`config.mk`:
```
export PLATFORM = sky130hd
export DESIGN_NAME = gnss_sentence_deframer
export DESIGN_NICKNAME = d
export VERILOG_FILES = /design/src/hdl/gsd_pkg.sv /design/src/hdl/gsd_framer.sv /design/src/hdl/gnss_sentence_deframer.sv
export SDC_FILE = /design/constraint.sdc
export NUM_CORES = 1
export LEC_CHECK = 0
export BUFFER_PORTS_ARGS = -buffer_cell sky130_fd_sc_hd__buf_4
export CAP_MARGIN = 20
export CORE_MARGIN = 4
export CORE_UTILIZATION = 55
export CTS_CLUSTER_SIZE = 40
export DETAILED_ROUTE_END_ITERATION = 12
export PLACE_DENSITY = 0.73
export SYNTH_ARGS = -nofsm -noshare
export SYNTH_HDL_FRONTEND = slang
export SYNTH_SLANG_ARGS = --single-unit
```
`constraint.sdc`:
```
create_clock -name clk -period 7.9 [get_ports clk]
set_clock_uncertainty 0.2 [all_clocks]
set_input_delay 1.185 -clock clk [delete_from_list [all_inputs] [get_ports clk]]
set_output_delay 1.185 -clock clk [all_outputs]
set_load 0.1 [all_outputs]
```
`src/hdl/gsd_pkg.sv`:
```
// gsd_pkg: shared types, character codes and checksum helpers for the
// sentence deframer. No dependencies; used by gsd_framer and the top level.

package gsd_pkg;

    // Default bound on frame length, start byte included
    localparam int MAX_FRAME_LEN_DEF = 256;

    // Width of the frame length on the result port
    localparam int LEN_W = 9;

    // Character codes
    localparam logic [7:0] CHAR_DOLLAR = 8'h24;
    localparam logic [7:0] CHAR_HASH   = 8'h23;
    localparam logic [7:0] CHAR_STAR   = 8'h2A;
    localparam logic [7:0] CHAR_0      = 8'h30;
    localparam logic [7:0] CHAR_9      = 8'h39;
    localparam logic [7:0] CHAR_UC_A   = 8'h41;
    localparam logic [7:0] CHAR_UC_F   = 8'h46;
    localparam logic [7:0] CHAR_LC_A   = 8'h61;
    localparam logic [7:0] CHAR_LC_F   = 8'h66;

    // Reflected CRC-32 polynomial
    localparam logic [31:0] CRC_POLY = 32'hEDB88320;

    // Protocol codes
    localparam logic PROTO_NMEA = 1'b0;
    localparam logic PROTO_LOG  = 1'b1;

    // Check digits per frame, modulo 8 as the digit counter wraps
    localparam logic [2:0] DIGITS_NMEA = 3'd2;
    localparam logic [2:0] DIGITS_LOG  = 3'd0;

    // One finished frame, as handed from the framer to the output register
    typedef struct packed {
        logic             valid;
        logic [LEN_W-1:0] length;
        logic             protocol;
        logic             passed;
    } gsd_result_t;

    // Fold one byte into the reflected CRC-32, one bit per step
    function automatic logic [31:0] crc_byte(input logic [31:0] crc_in,
                                             input logic [7:0]  data);
        logic [31:0] crc;
        crc = crc_in ^ {24'h000000, data};
        for (int k = 0; k < 8; k++) begin
            if (crc[0])
                crc = (crc >> 1) ^ CRC_POLY;
            else
                crc = crc >> 1;
        end
        return crc;
    endfunction

    // Hex digit value; bit 4 flags a character that is not a valid digit
    function automatic logic [4:0] hex_value(input logic [7:0] c,
                                             input logic       lower_ok);
        logic [4:0] v;
        v = 5'h10;
        if (c >= CHAR_0 && c <= CHAR_9)
            v = {1'b0, 4'(c - CHAR_0)};
        else if (c >= CHAR_UC_A && c <= CHAR_UC_F)
            v = {1'b0, 4'(c - CHAR_UC_A + 8'd10)};
        else if (lower_ok && c >= CHAR_LC_A && c <= CHAR_LC_F)
            v = {1'b0, 4'(c - CHAR_LC_A + 8'd10)};
        return v;
    endfunction

endpackage

```
`src/hdl/gsd_framer.sv`:
```
// gsd_framer: sentence framing state, running XOR and CRC-32, check digit
// capture and the frame verdict. Depends on gsd_pkg.

module gsd_framer #(
    parameter int MAX_FRAME_LEN = gsd_pkg::MAX_FRAME_LEN_DEF
) (
    input  logic                 clk,
    input  logic                 rst_n,
    input  logic                 step,
    input  logic [7:0]           rx_byte,
    output gsd_pkg::gsd_result_t result
);

    localparam int CNT_W = $clog2(MAX_FRAME_LEN + 1);
    localparam logic [CNT_W-1:0] MAX_CNT = CNT_W'(MAX_FRAME_LEN);

    typedef enum logic [2:0] {
        ST_HUNT   = 3'd0,
        ST_BODY   = 3'd1,
        ST_DIGITS = 3'd2
    } state_t;

    state_t             state_reg,  state_next;
    logic               proto_reg,  proto_next;
    logic [CNT_W-1:0]   count_reg,  count_next;
    logic [2:0]         digits_reg, digits_next;
    logic [7:0]         xor_reg,    xor_next;
    logic [31:0]        crc_reg,    crc_next;
    logic [31:0]        check_reg,  check_next;
    logic               derr_reg,   derr_next;

    logic               is_start;
    logic [4:0]         hex;
    logic [2:0]         need;
    logic               pass;
    logic [CNT_W+8:0]   count_wide;

    assign is_start = (rx_byte == gsd_pkg::CHAR_DOLLAR) || (rx_byte == gsd_pkg::CHAR_HASH);
    assign hex      = gsd_pkg::hex_value(rx_byte, proto_reg);
    assign need     = proto_reg ? gsd_pkg::DIGITS_LOG : gsd_pkg::DIGITS_NMEA;

    // Work out the next framing state and any verdict for this byte
    always_comb
    begin
        state_next  = state_reg;
        proto_next  = proto_reg;
        count_next  = count_reg;
        digits_next = digits_reg;
        xor_next    = xor_reg;
        crc_next    = crc_reg;
        check_next  = check_reg;
        derr_next   = derr_reg;
        pass        = 1'b0;
        count_wide  = '0;
        result      = '0;

        if (state_reg == ST_HUNT || (state_reg == ST_BODY && is_start) ||
            (state_reg != ST_BODY && state_reg != ST_DIGITS)) begin
            // hunt for a start byte, or resync on one seen in the body
            state_next = ST_HUNT;
            if (is_start)
            begin
                state_next  = ST_BODY;
                proto_next  = (rx_byte == gsd_pkg::CHAR_HASH) ? gsd_pkg::PROTO_LOG
                                                              : gsd_pkg::PROTO_NMEA;
                count_next  = CNT_W'(1);
                digits_next = 3'd0;
                xor_next    = 8'h00;
                crc_next    = 32'h0;
                check_next  = 32'h0;
                derr_next   = 1'b0;
            end
        end else if (count_reg >= MAX_CNT) begin
            // drop an overlong frame without a verdict
            state_next  = ST_HUNT;
            count_next  = '0;
            digits_next = 3'd0;
        end else begin
            count_next = count_reg + CNT_W'(1);
            if (state_reg == ST_BODY)
            begin
                if (rx_byte == gsd_pkg::CHAR_STAR)
                begin
                    state_next  = ST_DIGITS;
                    digits_next = 3'd0;
                    check_next  = 32'h0;
                    derr_next   = 1'b0;
                end else begin
                    xor_next = xor_reg ^ rx_byte;
                    crc_next = gsd_pkg::crc_byte(crc_reg, rx_byte);
                end
            end else begin
                // shift in one check digit; a bad digit counts as zero
                derr_next   = derr_reg | hex[4];
                check_next  = {check_reg[27:0], (hex[4] ? 4'h0 : hex[3:0])};
                digits_next = digits_reg + 3'd1;
                if (digits_next == need)
                begin
                    if (proto_reg)
                        pass = (check_next == crc_reg);
                    else
                        pass = (check_next[7:0] == xor_reg);
                    count_wide      = {9'd0, count_next};
                    result.valid    = 1'b1;
                    result.length   = count_wide[gsd_pkg::LEN_W-1:0];
                    result.protocol = proto_reg;
                    result.passed   = pass && !derr_next;
                    state_next      = ST_HUNT;
                    count_next      = '0;
                    digits_next     = 3'd0;
                end
            end
        end
    end

    // Hold framing state between transfers
    always_ff @(posedge clk or negedge rst_n)
    begin
        if (!rst_n)
        begin
            state_reg  <= ST_HUNT;
            proto_reg  <= 1'b0;
            count_reg  <= '0;
            digits_reg <= 3'd0;
            xor_reg    <= 8'h00;
            crc_reg    <= 32'h0;
            check_reg  <= 32'h0;
            derr_reg   <= 1'b0;
        end else if (step) begin
            state_reg  <= state_next;
            proto_reg  <= proto_next;
            count_reg  <= count_next;
            digits_reg <= digits_next;
            xor_reg    <= xor_next;
            crc_reg    <= crc_next;
            check_reg  <= check_next;
            derr_reg   <= derr_next;
        end
    end

    // A verdict always closes the frame and returns to hunting
    a_verdict_closes: assert property (@(posedge clk) disable iff (!rst_n)
        step && result.valid |=> state_reg == ST_HUNT && count_reg == '0)
        else $error("framer did not return to hunting after a verdict");

    // A verdict only comes out of the check digit phase
    a_verdict_in_digits: assert property (@(posedge clk) disable iff (!rst_n)
        result.valid |-> state_reg == ST_DIGITS)
        else $error("verdict outside check digit phase");

    // The frame counter never passes the length bound
    a_count_bound: assert property (@(posedge clk) disable iff (!rst_n)
        count_reg <= MAX_CNT)
        else $error("frame byte count beyond bound");

    // A start byte in the body restarts the frame
    a_resync: assert property (@(posedge clk) disable iff (!rst_n)
        step && state_reg == ST_BODY && is_start
        |=> state_reg == ST_BODY && count_reg == CNT_W'(1))
        else $error("no resync on start byte in body");

endmodule

```
`src/hdl/gnss_sentence_deframer.sv`:
```
// gnss_sentence_deframer: top level; input byte register, framer and
// result register with valid/stall handshakes. Depends on gsd_pkg, gsd_framer.
//
//  channel  | handshake           | payload
//  ---------+---------------------+-------------------------------------------
//  input    | in_valid, in_stall  | rx_byte[7:0]
//  output   | out_valid, out_stall| frame_length[8:0], frame_protocol,
//           |                     | check_passed
//
// One byte per cycle sustained while no verdict waits under out_stall; a byte
// is held in the byte register and framed by the framer step, and its verdict,
// if any, is loaded into the result register before it appears on the output.
// Reset clears all framing state; no clearing pass is needed.
// While a verdict waits under out_stall, the byte register takes at most one
// more byte and holds it; in_stall stays high until the output is taken.

module gnss_sentence_deframer #(
    parameter int MAX_FRAME_LEN = gsd_pkg::MAX_FRAME_LEN_DEF
) (
    input  logic                      clk,
    input  logic                      rst_n,
    input  logic                      in_valid,
    output logic                      in_stall,
    input  logic [7:0]                rx_byte,
    output logic                      out_valid,
    input  logic                      out_stall,
    output logic [gsd_pkg::LEN_W-1:0] frame_length,
    output logic                      frame_protocol,
    output logic                      check_passed
);

    logic                      in_full_reg,  in_full_next;
    logic [7:0]                byte_reg;
    logic                      out_valid_reg, out_valid_next;
    logic [gsd_pkg::LEN_W-1:0] length_reg;
    logic                      protocol_reg;
    logic                      passed_reg;
    logic                      advance;
    logic                      in_take;
    gsd_pkg::gsd_result_t      result;

    // Move the held byte through the framer when the output can take a result
    assign advance  = in_full_reg && (!out_valid_reg || !out_stall);
    assign in_stall = in_full_reg && !advance;
    assign in_take  = in_valid && !in_stall;

    gsd_framer #(
        .MAX_FRAME_LEN (MAX_FRAME_LEN)
    ) u_framer (
        .clk     (clk),
        .rst_n   (rst_n),
        .step    (advance),
        .rx_byte (byte_reg),
        .result  (result)
    );

    // Track occupancy of the byte register and the result register
    always_comb
    begin
        in_full_next = in_full_reg;
        if (in_take)
            in_full_next = 1'b1;
        else if (advance)
            in_full_next = 1'b0;

        out_valid_next = out_valid_reg;
        if (advance)
            out_valid_next = result.valid;
        else if (out_valid_reg && !out_stall)
            out_valid_next = 1'b0;
    end

    // Hold handshake state
    always_ff @(posedge clk or negedge rst_n)
    begin
        if (!rst_n)
        begin
            in_full_reg   <= 1'b0;
            out_valid_reg <= 1'b0;
        end else begin
            in_full_reg   <= in_full_next;
            out_valid_reg <= out_valid_next;
        end
    end

    // Load payload registers on transfer
    always_ff @(posedge clk)
    begin
        if (in_take)
            byte_reg <= rx_byte;
        if (advance && result.valid)
        begin
            length_reg   <= result.length;
            protocol_reg <= result.protocol;
            passed_reg   <= result.passed;
        end
    end

    assign out_valid      = out_valid_reg;
    assign frame_length   = length_reg;
    assign frame_protocol = protocol_reg;
    assign check_passed   = passed_reg;

endmodule
```
==> impl_metrics.csv <==
group,metric,value,unit
power,clockPowerShare,0.332,
die,coreArea,10400,sq um
drt,vias,4204,
power,vdd_ir_drop_max,0.0000897,V
sta,grt_setup_unrepaired,"false",
drt,drcViolationCount,0,
status,status,"finished, final reports clean",
power,p_sw_frac,0.270,
power,power_density,173,nW/um^2
finish,fin_util,0.615,
synth,synthFlopType,"dfrtp_1",
drt,drtIter0Drc,439,
critical_path,crit_arrival,3.18,ns
clock_network,cts_setup_buffers,0,
run,cap_violations,0,
drt,via_per_inst,5.67,
synth,synthArstFlopShare,0.819,
clock_network,clockRootBuffer,"clkbuf_8",
placed_design,dp.final_hpwl,9120,um
clock_network,cts.sinks,105,
synth,syn-mean-instance-area,10.1,sq um
die,die_y,111,um
power,seqPwrFrac,0.525,
clock_network,cts_buffers,9,
drt,wirelength,12800,um
finish,final_common_cell,"nand2_1",
clock_network,cts_max_level,3,
global_route,first_global_vias,4137,
clock_network,clock_latency,0.38,ns
synth,syn-num-nets,607,
drt,drt_first_pass_iters,5,
finish,antennaDiodeCount,0,
sta,final-max-slew-violation-count,0,
clock_network,path_clk_slew,0.10,ns
global_route,grt_pass1_wl,21700,um
sta,tightest_slew,0.957,ns
worst_hold_path,hold_path_class,"reg -> reg",
critical_path,worstSetupPathType,"reg -> reg",
die,top_level_ports,25,
synth,yosysWarnings,0,
synth,ys_seq_area_frac,0.464,
die,start_util,0.566,
sta,max_freq,0.297,GHz
sta,setup_viol,0,
finish,largest_reg_flops,32,
placed_design,gp_congestion,0.921,
global_route,groute.usage.overall,0.217,
placed_design,io_buffers,24,
power,pwr-share-comb,0.143,
synth,syn_area,5870,sq um
finish,area_delta_synth_final,8.57,%
power,p_sw,297,uW
die,die-area,12400,sq um
synth,synth_cell_types,58,
die,die_w,111,um
synth,synth_cells,584,
critical_path,cp-end-kind,"register",
clock_network,clk_path_buf_depth,2,
critical_path,critPathRequiredTime,7.72,ns
sta,setup_tns,0,ns
drt,ant_nets,0,
clock_network,cts_hold_buf,0,
clock_network,cts_tree,"built",
global_route,antenna_found_initial,0,
power,p_leak,2.75,nW
die,num_rows,37,
synth,synth-seq-cells,105,
critical_path,path_max_fanout,22,
clock_network,ctsResizeCount,0,
power,p_int,804,uW
drt,wl_per_cell,17.2,um
finish,layout-drive-gt1-share,0.111,
sta,min_period,3.37,ns
sta,period_share,0.426,
critical_path,r2r_setup_slack,4.53,ns
critical_path,start_kind,"register",
finish,layout.nets,623,
global_route,grt_max_degree,87,
synth,synth_edf_count,19,
sta,slew_headroom,0.362,
sta,hold_viol_final,0,
global_route,grt_overflow_total,0,
finish,layout_common_cells,"108 x nand2_1, 86 x dfrtp_1, 74 x xnor2_1",
cell families (layout without fill, tap and decap cells):
kind of cell,Yosys count,count (layout),share of synthesized area
buffers and inverters,34,55,0.0283
AO/OA/AOI/OAI,86,86,0.101
adder cells (fa/ha/maj),11,11,0.0234
multiplexers,4,4,0.00703
XOR/XNOR,121,121,0.202
flip-flops,105,105,0.464
AND/OR/NAND/NOR,223,223,0.174
path summary, 6_finish.rpt:
check | from | endpoint | depth (start not counted)
worst max register to register | byte_reg[0] | frame_length[6] | 7
max in group asynchronous | rst_n | u_framer.check_reg[17] | 2
worst max-delay path | byte_reg[0] | frame_length[6] | 7
min in group asynchronous | rst_n | u_framer.crc_reg[19] | 1
worst min register to register | u_framer.check_reg[27] | u_framer.check_reg[27] | 2
worst min-delay path | u_framer.check_reg[27] | u_framer.check_reg[27] | 2
synthesized netlist by cell type (all sizes together) (2+ instances only):
master,count,share of area
nand2,108,0.069
dfrtp,86,0.37
xnor2,81,0.13
xor2,40,0.069
nor2,34,0.022
nand3,33,0.028
o21ai,27,0.023
o31ai,23,0.031
clkbuf,21,0.019
edfxtp,19,0.097
ha,11,0.023
inv,11,0.0070
a21oi,10,0.0092
nand2b,9,0.0096
nand4,8,0.0085
nor4,8,0.0085
nor3,7,0.0060
a21o,5,0.0064
a31oi,3,0.0032
mux2i,3,0.0051
or3b,3,0.0045
a211o,2,0.0030
a22oi,2,0.0026
a32o,2,0.0034
a41o,2,0.0036
buf,2,0.0028
nand3b,2,0.0026
o41ai,2,0.0030
or2,2,0.0021
or3,2,0.0021
layer usage:
layer  share of wire  global-route usage  routed length (um)
met5               0                   0                   0
met4           0.015              0.0657                 189
met3           0.053              0.0377                 680
met2            0.45               0.319                5760
met1            0.48               0.329                6130
area by class of cell:
cell class / count / area, sq um
Clock buffer: 11 / 153
Clock inverter: 5 / 67.6
Fill cell: 851 / 4000
Inverter: 11 / 41.3
Multi-Input combinational cell: 445 / 2980
Sequential cell: 105 / 2720
Tap cell: 136 / 170
Timing Repair Buffer: 28 / 238
power groups by stage:
stage	Sequential, mW	Combinational [mW]	Clock, mW
floorplan	0.582	0.122	0
global placement	0.588	0.152	0
detailed placement	0.588	0.154	0
CTS	0.577	0.156	0.370
global route	0.579	0.173	0.402
finish	0.577	0.158	0.365
metrics by stage:
stage | setup slack (ns) | hold WS [ns] | std cells | instance area [sq um] | total power [mW]
6_report | 4.53 | 0.300 | 741 | 6370 | 1.10
5_1_grt | 4.27 | 0.336 | 741 | 6370 | 1.15
4_1_cts | 4.50 | 0.302 | 739 | 6330 | 1.10
3_5_place_dp | 4.49 | 0.278 | 723 | 6110 | 0.743
3_3_place_gp | 4.60 | 0.262 | 723 | 6110 | 0.740
2_1_floorplan | 4.58 | 0.241 | 584 | 5870 | 0.704
critical path, cell delays in order (launching register included):
cell and delay, ns:
edfxtp_1 0.57, inv_1 0.22, ha_1 0.24, mux2_2 0.31
a41o_2 0.46, nor2_1 0.23, nand2_1 0.08, nor2_1 0.69
Power figures use the tool's default switching activity.
